==> src/rtl/core/pwbt_pkg.sv <==
// ----------------------------------------------------------------------------
// pwbt_pkg
// Shared types and constants of the page write buffer table: command and
// status codes, list codes and the scan result bundle.
// ----------------------------------------------------------------------------
package pwbt_pkg;

  // default slot count
  localparam int unsigned DefEntries = 16;

  // largest batch a take command may move
  localparam logic [4:0] MaxBatch = 5'd16;

  typedef enum logic [2:0] {
    CMD_PUT     = 3'd0,
    CMD_LOOKUP  = 3'd1,
    CMD_TAKE    = 3'd2,
    CMD_RELEASE = 3'd3,
    CMD_REMOVE  = 3'd4
  } cmd_e;

  typedef enum logic [1:0] {
    STS_OK        = 2'd0,
    STS_NOT_FOUND = 2'd1,
    STS_NO_FREE   = 2'd2,
    STS_TOO_FEW   = 2'd3
  } status_e;

  typedef enum logic [1:0] {
    LIST_FREE    = 2'd0,
    LIST_BUF     = 2'd1,
    LIST_WRITING = 2'd2
  } list_e;

  // outcome of an address scan
  typedef struct packed {
    logic done;
    logic hit;
  } scan_res_t;

endpackage

==> src/rtl/core/pwbt_ram.sv <==
// ----------------------------------------------------------------------------
// pwbt_ram
// Generic single write port, single read port RAM with registered read data.
// ----------------------------------------------------------------------------
module pwbt_ram #(
  parameter int unsigned Width = 32,
  parameter int unsigned Depth = 16,
  localparam int unsigned AddrW = (Depth > 1) ? $clog2(Depth) : 1
) (
  input  logic             clk_i,
  input  logic             we_i,
  input  logic [AddrW-1:0] waddr_i,
  input  logic [Width-1:0] wdata_i,
  input  logic [AddrW-1:0] raddr_i,
  output logic [Width-1:0] rdata_o
);

  logic [Width-1:0] mem_q [Depth];
  logic [Width-1:0] rdata_q;

  // write port and registered read
  always_ff @(posedge clk_i) begin
    if (we_i) begin
      mem_q[waddr_i] <= wdata_i;
    end
    rdata_q <= mem_q[raddr_i];
  end

  assign rdata_o = rdata_q;

endmodule

==> src/rtl/core/pwbt_scan.sv <==
// ----------------------------------------------------------------------------
// pwbt_scan
// Address match unit: walks the slots in index order, one RAM read per
// cycle, and compares each mapped slot's address with the key.
// ----------------------------------------------------------------------------
module pwbt_scan
  import pwbt_pkg::*;
#(
  parameter int unsigned Entries = DefEntries,
  localparam int unsigned IdxW = $clog2(Entries)
) (
  input  logic              clk_i,
  input  logic              rst_ni,
  input  logic              start_i,
  input  logic [31:0]       key_i,
  input  logic [Entries-1:0] mapped_i,
  input  logic [31:0]       rdata_i,
  output logic [IdxW-1:0]   rd_idx_o,
  output logic [IdxW-1:0]   slot_o,
  output scan_res_t         res_o
);

  logic            busy_q;
  logic [IdxW-1:0] scan_q;
  logic            cmp_v_q;
  logic [IdxW-1:0] cmp_idx_q;
  logic            hit;
  logic            at_end;

  // compare the slot read in the previous cycle
  always_comb begin
    hit    = cmp_v_q && mapped_i[cmp_idx_q] && (rdata_i == key_i);
    at_end = cmp_v_q && (cmp_idx_q == IdxW'(Entries - 1));
    res_o.done = busy_q && (hit || at_end);
    res_o.hit  = hit;
  end

  assign rd_idx_o = scan_q;
  assign slot_o   = cmp_idx_q;

  // walk counter
  always_ff @(posedge clk_i or negedge rst_ni) begin
    if (!rst_ni) begin
      busy_q    <= 1'b0;
      scan_q    <= '0;
      cmp_v_q   <= 1'b0;
      cmp_idx_q <= '0;
    end else if (start_i) begin
      busy_q  <= 1'b1;
      scan_q  <= '0;
      cmp_v_q <= 1'b0;
    end else if (busy_q) begin
      if (res_o.done) begin
        busy_q  <= 1'b0;
        cmp_v_q <= 1'b0;
      end else begin
        cmp_v_q   <= 1'b1;
        cmp_idx_q <= scan_q;
        scan_q    <= scan_q + 1'b1;
      end
    end
  end

endmodule

==> src/rtl/core/page_write_buffer_table.sv <==
// ----------------------------------------------------------------------------
// page_write_buffer_table
// Tag and order engine of a flash write buffer: slots on free, buffered and
// writing lists, linked in flops, with page addresses in a RAM.
// ----------------------------------------------------------------------------
//  channel | direction | handshake               | payload
//  in      | input     | in_valid_i / in_stall_o  | command, page_address, batch_count
//  out     | output    | out_valid_o / out_stall_i| status, result_address, slot_index,
//          |           |                          | slot_valid, buffered_total, last_of_run
//
//  put, lookup and remove scan the address RAM one slot per cycle through a
//  single comparator. take moves one page at a time and waits while the
//  output register is held; release splices the writing list onto the free list.
//  in_stall_o is high from an accepted transfer until its last result is
//  loaded into the output register; out_stall_i holds that register.
//  reset puts every slot on the free list in index order at once.
// ----------------------------------------------------------------------------
module page_write_buffer_table
  import pwbt_pkg::*;
#(
  parameter int unsigned ENTRIES = DefEntries
) (
  input  logic        clk_i,
  input  logic        rst_ni,
  input  logic        in_valid_i,
  output logic        in_stall_o,
  input  logic [2:0]  command_i,
  input  logic [31:0] page_address_i,
  input  logic [4:0]  batch_count_i,
  output logic        out_valid_o,
  input  logic        out_stall_i,
  output logic [1:0]  status_o,
  output logic [31:0] result_address_o,
  output logic [3:0]  slot_index_o,
  output logic        slot_valid_o,
  output logic [4:0]  buffered_total_o,
  output logic        last_of_run_o
);

  localparam int unsigned IdxW = $clog2(ENTRIES);
  localparam int unsigned LnkW = $clog2(ENTRIES + 1);
  localparam logic [LnkW-1:0] NoneLink = LnkW'(ENTRIES);

  typedef enum logic [2:0] {
    S_IDLE, S_SCAN, S_UNLINK, S_APPEND, S_TAKE_UNL, S_TAKE_APP, S_RELEASE, S_EMIT
  } state_e;

  state_e          state_q, state_d;
  cmd_e            cmd_q, cmd_d;
  logic [31:0]     addr_q, addr_d;
  logic [4:0]      rem_q, rem_d;
  logic [LnkW-1:0] tot_q, tot_d;
  logic [IdxW-1:0] cur_q, cur_d;
  status_e         sts_q, sts_d;
  logic            vld_q, vld_d;
  logic [LnkW-1:0] count_q, count_d;

  list_e           list_q [ENTRIES];
  list_e           list_d [ENTRIES];
  logic [LnkW-1:0] next_q [ENTRIES];
  logic [LnkW-1:0] next_d [ENTRIES];
  logic [LnkW-1:0] prev_q [ENTRIES];
  logic [LnkW-1:0] prev_d [ENTRIES];
  logic [LnkW-1:0] head_q [3];
  logic [LnkW-1:0] head_d [3];
  logic [LnkW-1:0] tail_q [3];
  logic [LnkW-1:0] tail_d [3];

  logic            out_valid_q, out_valid_d;
  status_e         out_sts_q, out_sts_d;
  logic [31:0]     out_addr_q, out_addr_d;
  logic [3:0]      out_slot_q, out_slot_d;
  logic            out_vld_q, out_vld_d;
  logic [4:0]      out_tot_q, out_tot_d;
  logic            out_last_q, out_last_d;

  logic            accept;
  logic            out_free;
  logic            scan_start;
  scan_res_t       scan_res;
  logic [IdxW-1:0] scan_rd_idx;
  logic [IdxW-1:0] scan_slot;
  logic [ENTRIES-1:0] mapped;
  logic [IdxW-1:0] raddr;
  logic [31:0]     rdata;
  logic            ram_we;
  logic [IdxW-1:0] ram_waddr;

  // list link scratch
  logic [IdxW-1:0] u_slot;
  list_e           u_list;
  logic [LnkW-1:0] u_prev, u_next;
  list_e           a_list;
  logic [LnkW-1:0] a_tail;
  logic [LnkW-1:0] r_head, r_tail, r_ftail;

  assign accept     = in_valid_i && (state_q == S_IDLE);
  assign in_stall_o = (state_q != S_IDLE);
  assign out_free   = !out_valid_q || !out_stall_i;

  always_comb begin
    for (int i = 0; i < ENTRIES; i++) begin
      mapped[i] = (list_q[i] != LIST_FREE);
    end
  end

  // address RAM
  pwbt_ram #(
    .Width (32),
    .Depth (ENTRIES)
  ) u_addr_ram (
    .clk_i   (clk_i),
    .we_i    (ram_we),
    .waddr_i (ram_waddr),
    .wdata_i (addr_q),
    .raddr_i (raddr),
    .rdata_o (rdata)
  );

  // address match unit
  pwbt_scan #(
    .Entries (ENTRIES)
  ) u_scan (
    .clk_i    (clk_i),
    .rst_ni   (rst_ni),
    .start_i  (scan_start),
    .key_i    (addr_q),
    .mapped_i (mapped),
    .rdata_i  (rdata),
    .rd_idx_o (scan_rd_idx),
    .slot_o   (scan_slot),
    .res_o    (scan_res)
  );

  // read address select
  always_comb begin
    unique case (state_q)
      S_SCAN:     raddr = scan_rd_idx;
      S_TAKE_UNL: raddr = head_q[LIST_BUF][IdxW-1:0];
      default:    raddr = cur_q;
    endcase
  end

  // sequencer and list updates
  always_comb begin
    state_d   = state_q;
    cmd_d     = cmd_q;
    addr_d    = addr_q;
    rem_d     = rem_q;
    tot_d     = tot_q;
    cur_d     = cur_q;
    sts_d     = sts_q;
    vld_d     = vld_q;
    count_d   = count_q;
    list_d    = list_q;
    next_d    = next_q;
    prev_d    = prev_q;
    head_d    = head_q;
    tail_d    = tail_q;
    scan_start = 1'b0;
    ram_we    = 1'b0;
    ram_waddr = head_q[LIST_FREE][IdxW-1:0];

    out_valid_d = out_valid_q && out_stall_i;
    out_sts_d   = out_sts_q;
    out_addr_d  = out_addr_q;
    out_slot_d  = out_slot_q;
    out_vld_d   = out_vld_q;
    out_tot_d   = out_tot_q;
    out_last_d  = out_last_q;

    u_slot = (state_q == S_TAKE_UNL) ? head_q[LIST_BUF][IdxW-1:0] : cur_q;
    u_list = list_q[u_slot];
    u_prev = prev_q[u_slot];
    u_next = next_q[u_slot];
    a_list = (state_q == S_TAKE_APP) ? LIST_WRITING :
             ((cmd_q == CMD_PUT) ? LIST_BUF : LIST_FREE);
    a_tail = tail_q[a_list];
    r_head = head_q[LIST_WRITING];
    r_tail = tail_q[LIST_WRITING];
    r_ftail = tail_q[LIST_FREE];

    unique case (state_q)
      S_IDLE: begin
        if (accept) begin
          cmd_d  = cmd_e'(command_i);
          addr_d = page_address_i;
          rem_d  = batch_count_i;
          sts_d  = STS_OK;
          vld_d  = 1'b0;
          unique case (cmd_e'(command_i)) inside
            CMD_PUT, CMD_LOOKUP, CMD_REMOVE: begin
              scan_start = 1'b1;
              state_d    = S_SCAN;
            end
            CMD_TAKE: begin
              if (batch_count_i == 5'd0) begin
                state_d = S_EMIT;
              end else if ((batch_count_i > MaxBatch) ||
                           (8'(batch_count_i) > 8'(count_q))) begin
                sts_d   = STS_TOO_FEW;
                state_d = S_EMIT;
              end else begin
                tot_d   = count_q - LnkW'(batch_count_i);
                state_d = S_TAKE_UNL;
              end
            end
            CMD_RELEASE: state_d = S_RELEASE;
            default:     state_d = S_EMIT;
          endcase
        end
      end

      S_SCAN: begin
        if (scan_res.done) begin
          if (scan_res.hit) begin
            cur_d = scan_slot;
            if (cmd_q == CMD_LOOKUP) begin
              vld_d   = 1'b1;
              state_d = S_EMIT;
            end else begin
              state_d = S_UNLINK;
            end
          end else if (cmd_q == CMD_PUT) begin
            if (head_q[LIST_FREE] == NoneLink) begin
              sts_d   = STS_NO_FREE;
              state_d = S_EMIT;
            end else begin
              cur_d   = head_q[LIST_FREE][IdxW-1:0];
              ram_we  = 1'b1;
              state_d = S_UNLINK;
            end
          end else begin
            sts_d   = STS_NOT_FOUND;
            state_d = S_EMIT;
          end
        end
      end

      S_UNLINK, S_TAKE_UNL: begin
        if (u_prev == NoneLink) head_d[u_list] = u_next;
        else next_d[u_prev[IdxW-1:0]] = u_next;
        if (u_next == NoneLink) tail_d[u_list] = u_prev;
        else prev_d[u_next[IdxW-1:0]] = u_prev;
        next_d[u_slot] = NoneLink;
        prev_d[u_slot] = NoneLink;
        if ((u_list == LIST_BUF) && (count_q != '0)) begin
          count_d = count_q - 1'b1;
        end
        cur_d   = u_slot;
        state_d = (state_q == S_TAKE_UNL) ? S_TAKE_APP : S_APPEND;
      end

      S_APPEND, S_TAKE_APP: begin
        if ((state_q == S_APPEND) || out_free) begin
          prev_d[cur_q] = a_tail;
          next_d[cur_q] = NoneLink;
          if (a_tail == NoneLink) head_d[a_list] = LnkW'(cur_q);
          else next_d[a_tail[IdxW-1:0]] = LnkW'(cur_q);
          tail_d[a_list] = LnkW'(cur_q);
          list_d[cur_q]  = a_list;
          if (state_q == S_APPEND) begin
            if (cmd_q == CMD_PUT) count_d = count_q + 1'b1;
            vld_d   = 1'b1;
            state_d = S_EMIT;
          end else begin
            // one transfer per moved page
            out_valid_d = 1'b1;
            out_sts_d   = STS_OK;
            out_addr_d  = rdata;
            out_slot_d  = 4'(cur_q);
            out_vld_d   = 1'b1;
            out_tot_d   = 5'(tot_q);
            out_last_d  = (rem_q == 5'd1);
            rem_d       = rem_q - 5'd1;
            state_d     = (rem_q == 5'd1) ? S_IDLE : S_TAKE_UNL;
          end
        end
      end

      S_RELEASE: begin
        // splice the whole writing list onto the free tail
        if (r_head != NoneLink) begin
          if (r_ftail == NoneLink) head_d[LIST_FREE] = r_head;
          else next_d[r_ftail[IdxW-1:0]] = r_head;
          prev_d[r_head[IdxW-1:0]] = r_ftail;
          tail_d[LIST_FREE]    = r_tail;
          head_d[LIST_WRITING] = NoneLink;
          tail_d[LIST_WRITING] = NoneLink;
          for (int i = 0; i < ENTRIES; i++) begin
            if (list_q[i] == LIST_WRITING) list_d[i] = LIST_FREE;
          end
        end
        state_d = S_EMIT;
      end

      S_EMIT: begin
        if (out_free) begin
          out_valid_d = 1'b1;
          out_sts_d   = sts_q;
          out_addr_d  = vld_q ? addr_q : 32'd0;
          out_slot_d  = vld_q ? 4'(cur_q) : 4'd0;
          out_vld_d   = vld_q;
          out_tot_d   = 5'(count_q);
          out_last_d  = 1'b1;
          state_d     = S_IDLE;
        end
      end

      default: state_d = S_IDLE;
    endcase
  end

  // state, lists and output register
  always_ff @(posedge clk_i or negedge rst_ni) begin
    if (!rst_ni) begin
      state_q     <= S_IDLE;
      count_q     <= '0;
      out_valid_q <= 1'b0;
      for (int i = 0; i < ENTRIES; i++) begin
        list_q[i] <= LIST_FREE;
        next_q[i] <= LnkW'(i + 1);
        prev_q[i] <= (i == 0) ? NoneLink : LnkW'(i - 1);
      end
      head_q[LIST_FREE]    <= '0;
      tail_q[LIST_FREE]    <= LnkW'(ENTRIES - 1);
      head_q[LIST_BUF]     <= NoneLink;
      tail_q[LIST_BUF]     <= NoneLink;
      head_q[LIST_WRITING] <= NoneLink;
      tail_q[LIST_WRITING] <= NoneLink;
    end else begin
      state_q     <= state_d;
      count_q     <= count_d;
      out_valid_q <= out_valid_d;
      list_q      <= list_d;
      next_q      <= next_d;
      prev_q      <= prev_d;
      head_q      <= head_d;
      tail_q      <= tail_d;
    end
  end

  // payload registers
  always_ff @(posedge clk_i) begin
    cmd_q      <= cmd_d;
    addr_q     <= addr_d;
    rem_q      <= rem_d;
    tot_q      <= tot_d;
    cur_q      <= cur_d;
    sts_q      <= sts_d;
    vld_q      <= vld_d;
    out_sts_q  <= out_sts_d;
    out_addr_q <= out_addr_d;
    out_slot_q <= out_slot_d;
    out_vld_q  <= out_vld_d;
    out_tot_q  <= out_tot_d;
    out_last_q <= out_last_d;
  end

  assign out_valid_o      = out_valid_q;
  assign status_o         = out_sts_q;
  assign result_address_o = out_addr_q;
  assign slot_index_o     = out_slot_q;
  assign slot_valid_o     = out_vld_q;
  assign buffered_total_o = out_tot_q;
  assign last_of_run_o    = out_last_q;

endmodule
==> config.mk <==
export PLATFORM = sky130hd
export DESIGN_NAME = page_write_buffer_table
export DESIGN_NICKNAME = d
export VERILOG_FILES = /design/src/rtl/core/pwbt_pkg.sv /design/src/rtl/core/pwbt_ram.sv /design/src/rtl/core/pwbt_scan.sv /design/src/rtl/core/page_write_buffer_table.sv
export SDC_FILE = /design/constraint.sdc
export NUM_CORES = 2
export LEC_CHECK = 0
export ABC_AREA = 1
export BUFFER_PORTS_ARGS = -buffer_cell sky130_fd_sc_hd__buf_2
export CORE_MARGIN = 4
export CORE_UTILIZATION = 50
export CTS_BUF_LIST = sky130_fd_sc_hd__clkbuf_8
export DETAILED_ROUTE_END_ITERATION = 7
export PLACE_DENSITY = 0.66
export SLEW_MARGIN = 30
export SYNTH_ARGS = -nofsm -noshare
export SYNTH_HDL_FRONTEND = slang
export SYNTH_SLANG_ARGS = --single-unit
==> constraint.sdc <==
create_clock -name clk_i -period 5.6 [get_ports clk_i]
set_input_delay 0.28 -clock clk_i [delete_from_list [all_inputs] [get_ports clk_i]]
set_output_delay 0.28 -clock clk_i [all_outputs]
set_load 0.01 [all_outputs]
Word level (Yosys, flattened, before mapping)
Memories as Yosys holds them, arrays and structs flattened. A register that Yosys moved wholly into a read port is not among the register bits.
Cells that the tools add are included.
{"block": "totals", "ramBits": 512, "regBits": 338, "output_inout_bits": 47, "memories": 1, "wordCells": 475}
{"block": "op_classes", "magnitude_cmp": 21, "eq_ne": 75, "addsub": 5, "n_bitwise": 21, "n_reduce_logical": 90, "n_mux": 188}
{"memory": "u_addr_ram.mem_q", "words": 16, "word_bits": 32, "rd": 1, "rd_ports_with_merged_regs": 1, "wr": 1, "line": "pwbt_ram.sv:18", "source": "logic [Width-1:0] mem_q [Depth];"}
{"op": "$mux W80", "n": 10}
{"op": "$bwmux W80", "n": 6}
{"op": "$pmux W80 S3", "n": 2}
{"op": "$and A64 B64 Y64", "n": 3}
{"op": "$mux W32", "n": 6}
{"op": "$mux W5", "n": 29}
{"op": "$demux W5 S4", "n": 7}
{"op": "$not A64 Y64", "n": 2}
{"op": "$pmux W32 S2", "n": 2}
{"op": "$reduce_and A4 Y1", "n": 23}
{"op": "$mux W15", "n": 5}
{"op": "$mux W2", "n": 33}
{"op": "$ne A2 B2 Y1 const B", "n": 33}
{"op": "$bwmux W15", "n": 4}
{"op": "$pmux W5 S3", "n": 4}
{"op": "$pmux W5 S2", "n": 5}
{"op": "$mux W4", "n": 12}
{"op": "$or A16 B16 Y16", "n": 3}
{"op": "$reduce_bool A2 Y1", "n": 23}
{"op": "$bmux W5 S4", "n": 2}
{"op": "$ge A5 B5 Y1 const B", "n": 7}
{"op": "$lt A5 B1 Y1 const B", "n": 7}
{"op": "$not A4 Y5", "n": 7}
{"op": "$mux W3", "n": 11}
{"op": "51 further kinds", "n": 154}

Depth between registers and ports, before layout
{"block": "logic_depth", "ltp_word": 16, "depth_mapped": 21}

Cells and area by module
From an unflattened synthesis, not the netlist that was laid out.
{"block": "unflattened", "hier_cells": 6355, "area_unflattened_um2": 49976.7}
{"mod": "page_write_buffer_table", "area_per_inst_um2": 25385.6, "cells_per_inst": 3878, "seq_area_each_um2": 8754.6, "n_inst": 1}
{"mod": "pwbt_ram", "area_per_inst_um2": 22730.6, "cells_per_inst": 2120, "seq_area_each_um2": 16015.4, "n_inst": 1}
{"mod": "pwbt_scan", "area_per_inst_um2": 1860.5, "cells_per_inst": 357, "seq_area_each_um2": 250.2, "n_inst": 1}

Least setup slack after synthesis
Ideal clock, no wire load.
{"block": "synth_path", "path_type": "flip-flop to flip-flop", "start": "register addr_q[23]", "end": "memory u_addr_ram.mem_q[0][0] (enable)", "path_stages_with_launch": 15, "setup_time_ns": 0.421, "t_arrival_ns": 3.316, "synth_period_minus_slack_ns": 3.737, "path_buffers": 0, "setup_slack_ns": 1.863, "path_cell_list": "edfxtp_1 > inv_1 > nand2_1 > o21ai_0 > nor2_1 > nand3_1 > nor3_1 > nand2_1 > nor2_1 > nand2_1 > o21bai_1 > nand2_1 > nor3_1 > nand3_1 > nor2_1"}
{"block": "synth_via", "elab_chain_len": 8, "word_cells_on_any_way": 9}
{"item": "start: declaration", "line": "page_write_buffer_table.sv:50", "source": "logic [31:0] addr_q, addr_d;"}
{"item": "start signal: assignment", "line": "page_write_buffer_table.sv:346", "source": "addr_q <= addr_d;"}
{"item": "$eq A32 B32 Y1 (*)", "line": "pwbt_scan.sv:32", "source": "hit = cmp_v_q && mapped_i[cmp_idx_q] && (rdata_i == key_i);"}
{"item": "$logic_and A1 B1 Y1 (*)", "line": "pwbt_scan.sv:32"}
{"item": "$logic_or A1 B1 Y1", "line": "pwbt_scan.sv:34", "source": "res_o.done = busy_q && (hit || at_end);"}
{"item": "$logic_and A1 B1 Y1", "line": "pwbt_scan.sv:34"}
{"item": "$mux W1 (*)", "line": "page_write_buffer_table.sv:215", "source": "if (scan_res.done) begin"}
{"item": "$mux W1 (*)", "line": "page_write_buffer_table.sv:183", "source": "unique case (state_q)"}
{"item": "$mux W1 (*)", "line": "pwbt_ram.sv:23", "source": "if (we_i) begin"}
{"item": "$mux W1 (implied by the code) (*)", "line": "pwbt_ram.sv:24", "source": "mem_q[waddr_i] <= wdata_i;"}
{"item": "end: declaration", "line": "pwbt_ram.sv:18"}
Mark *: on every way between the ends. The rest lies on a longest branch, timed or not.

Final worst setup path
{"block": "layout_path", "start": "register addr_q[29]", "end": "memory u_addr_ram.mem_q[8][16] (enable)"}
The elaborated chain is that of the path after synthesis.

==> metrics.md <==
| Metric | Value |
|---|---|
| Status | finished, final reports clean |
| # rows | ~110 |
| Clk_lat worst skew | approximately 0.86 ns |
| Root Buffer | clkbuf_8 |
| Grt total ovfl | 0 |
| I/O Buffers | 90 |
| Critical Path Source Type | register |
| Num CTS Buffers | between 150 and 200 |
| Post-route ant nets | 0 |
| Pin count of the biggest net entering global routing | 145 |
| Max Root-Sink Buffers | 3 |
| Drt wl/cell | ~23 µm |
| Slew HR | between 20 and 30% |
| Synth Area in Adders | less than 1% |
| Hold Fails Final Rpt | 0 |
| Post-Synth XOR/XNOR Area | less than 1% |
| Core area | 93,600 µm² |
| Worst path cell trace | inv_1 > nand2_1 > o21ai_0 > nor4_1 > nand2_1 > nor2_1 > nand2_1 > o21bai_1 > nand2_1 > nor3_1 > nand3_1 > nor2_4 > buf_4 |
| Initial Util | 50.6% |
| Async set or reset register ratio after synthesis | a little over a quarter |
| Synth Area in Compound Gates | between 10% and 20% |
| Buf+Inv Stages, Crit Path | 2 |
| Seq. cell area | 25,000 µm² |
| Multi-input logic area | between 15,000 and 20,000 µm² |
| Clock-pin slew on the worst setup and hold paths | 0.06 ns |
| Most frequent CP cell | nand2_1 |
| Crit path max fanout | 21 |
| Predominant post-synthesis flop cell | edfxtp_1 |
| Final Routed Wirelength | about 170 mm |
| Yosys warns | 0 |
| I/O pin cnt | slightly above 90 |
| Post-cts sizing count | 0 |
| Synth Instances | between 5,000 and 6,000 |
| Largest family of logic cells by synthesized area | compound AO/OA/AOI/OAI gates |
| RSZ-0062 raised after global routing | no |
| DR iter-0 viols | 5,229 |
| Worst Hold Launch | page_address_i[6] |
| CTS tree | built |
| MaxCap Viol Count | 0 |
| Post-synth EDFFs | just over 600 |
| Reg2reg start | addr_q[29]$_DFFE_PP_ |
| Area Growth Syn to Fin | 12.0% |
| Vias | 42,700 |
| Layout Nets | 5,824 |
| Worst slack at placement | around 1.1 ns |
| Clock Skew | between 0.05 and 0.06 ns |
| Syn_area_per_cell | 8.40 µm² |
| Vias per std cell | 5.98 |
| Critical path type | register to register |
| Tcrit/Tclk final | between 80% and 90% |
| Mapped cell area | 47,300 µm² |
| Post CTS Setup Buffer Count | 0 |
| Max stage delay on crit path | 0.84 ns |
| #FFs+latches synth | roughly 900 |
| Vias in the first global route | between 30,000 and 40,000 |
| Critical path launch point | addr_q[29]$_DFFE_PP_ |
| Post-Route Setup TNS | 0 ns |
| CP top delay family | simple AND/OR/NAND/NOR gates |
| Layout cells sized above 1 | between 10% and 20% |
| DRC violations left | 0 |
| Fmax | approximately 220 MHz |
| Slew @ Worst Pin | 1.08 ns |
| Die ar. | roughly 100,000 µm² |
| Mux contribution to synthesized area | 0% |
| Syn Nets | 5,692 |
| Synth Area in Simple Gates | 18.5% |
| Cts hold-fix bufs | 45 |
| Minimum clock period | 4.53 ns |
| Worst EP arrival | 5.05 ns |
| First-pass GRT wire length | 247 mm |
| H-tree depth | 4 |
| Fill count | between 8,000 and 9,000 |
| Pre-antenna DRT Iters | 8 |
| Post-synthesis cell type count | 55 |
| Req. time, crit path | between 6 and 7 ns |
| RD Place Congestion | 1.04 |
| Die width | between 300 and 400 µm |
| Vert. Die Dim | 316 µm |
| Final setup fails | 0 |
| Fin. max-slew vios | 0 |
| DPL Wire Length | approximately 110 mm |
| Worst path slowest cell | nor2_4 |
| Final worst slack | about 1.1 ns |
| Worst Setup End Kind | register |
| Total GRT Usage | between 30% and 40% |
| Sequential area share after synthesis | a little over half |
| Sink Count | 881 |
| Hold Crit Class | input pin to register |
| Initial antenna violation count | 4 |
## state kept, by name, summed over array words and instances (netlist names), 9 cells and up, named ones only
signal              cells
list_q                 32
u_addr_ram.rdata_o     32
addr_q                 32
head_q                  9
next_q                 80
result_address_o       32
u_addr_ram.mem_q      512
prev_q                 80
## layout by cell type, fill, tap and decap left out, types with 7 or more instances in the layout
cell and n:
a31oi_1 21, nand2_1 1349, o31ai_1 23, a22oi_1 23, buf_2 89, o21ai_0 593
o2111ai_1 7, inv_1 750, ha_1 11, dfxtp_1 32, nor2_1 296, o221ai_1 37
xnor2_1 9, nor2_2 20, nand2_2 19, dfstp_2 69, clkinv_2 13, o41ai_1 16
a311oi_1 47, a221oi_1 7, edfxtp_1 609, a21boi_1 64, o22ai_1 32, xor2_1 16
nor2_4 39, nand3_1 325, buf_4 123, inv_2 18, dlygate4sd3_1 45, a21oi_1 480
o21ai_1 28, clkinv_1 39, nor3_1 29, o211ai_1 175, clkbuf_8 170, dfrtp_1 171
nand4_1 19, buf_12 14
## area by class of cell
class                           instances  area share [%]
Sequential cell                       881            47.2
Multi-Input combinational cell       3730            35.1
Inverter                              727            5.16
Clock buffer                          170            4.41
Timing Repair Buffer                  276            4.11
Tap cell                             1254            2.96
Clock inverter                        106            1.08
Antenna cell                            2         0.00944
## worst register-to-register path, cell delays in order, from the launching register on
cell and delay (ns):
edfxtp_1 0.64, inv_1 0.16, nand2_1 0.08, o21ai_0 0.10
nor4_1 0.37, nand2_1 0.24, nor2_1 0.23, nand2_1 0.10
o21bai_1 0.17, nand2_1 0.14, nor3_1 0.39, nand3_1 0.43
nor2_4 0.84, buf_4 0.34
## metrics by stage
step	instance area (µm²)	hold WS (ns)	util, %	instances
6_report	53000	0.150	56.6	7146
3_3_place_gp	49600	0.304	53.0	6821
2_1_floorplan	47300	-0.0156	-	5635
5_1_grt	53000	0.110	56.6	7145
4_1_cts	53000	0.0870	56.6	7144
3_5_place_dp	49600	0.303	53.0	6823
## worst paths after layout
kind,endpoint,slack (ns),cells past startpoint
max in group asynchronous,prev_q[20]$_DFFE_PN0P_,3.58,4
setup reg to reg,u_addr_ram.mem_q[8][16]$_DFFE_PP_,1.07,13
hold reg to reg,next_q[43]$_DFFE_PN1P_,0.47,2
setup / recovery,u_addr_ram.mem_q[8][16]$_DFFE_PP_,1.07,13
hold / removal,addr_q[6]$_DFFE_PP_,0.15,2
min in group asynchronous,prev_q[24]$_DFFE_PN0P_,0.55,3
## per-layer routing
metal	share of wire, %	track usage, %
met1	38	41.9
met2	45	51.1
met3	10	7.21
met4	7.4	21.2
met5	0.025	0
## cells in the mapped netlist, types with 4 or more instances
cell type	instances	area, µm²
inv_2	18	67.6
o21ai_1	28	140
buf_4	11	82.6
clkinv_1	19	71.3
xnor2_1	9	78.8
nand4_1	19	119
o21ai_2	4	35.0
o2111ai_1	7	61.3
o211ai_1	175	1310
a221oi_1	7	61.3
clkbuf_1	219	822
o21ai_0	593	2970
nor3_1	29	145
o22ai_1	32	200
a22oi_1	23	173
edfxtp_1	609	18300
a21oi_1	484	2420
nor2_1	324	1220
nor2_2	13	81.3
inv_1	690	2590
o31ai_1	23	173
buf_1	26	97.6
dfrtp_1	171	4280
dfstp_2	69	1810
ha_1	11	138
nand2_1	1351	5070
xor2_1	16	140
nand3_2	4	40.0
nand2_2	18	113
o41ai_1	16	140
a21boi_1	64	480
nand3_1	325	1630
a31oi_1	21	131
nor2_4	18	203
dfxtp_1	32	641
buf_6	6	67.6
a311oi_1	47	412
o221ai_1	37	324
a21o_1	5	37.5
buf_2	35	175
## kinds of logic (layout without fill, tap and decap cells)
family                     count (synthesis)  after routing
AOI/OAI and AO/OA                       1577           1577
xor gates and xnor gates                  25             25
adders and majority gates                 13             13
buffers and inverters                   1024           1279
DFF                                      881            881
other                                      0              2
and+or+nand+nor                         2115           2115
Power is not shown: default switching activity piles up to over one toggle a cycle in this logic, so the estimate is an artifact.
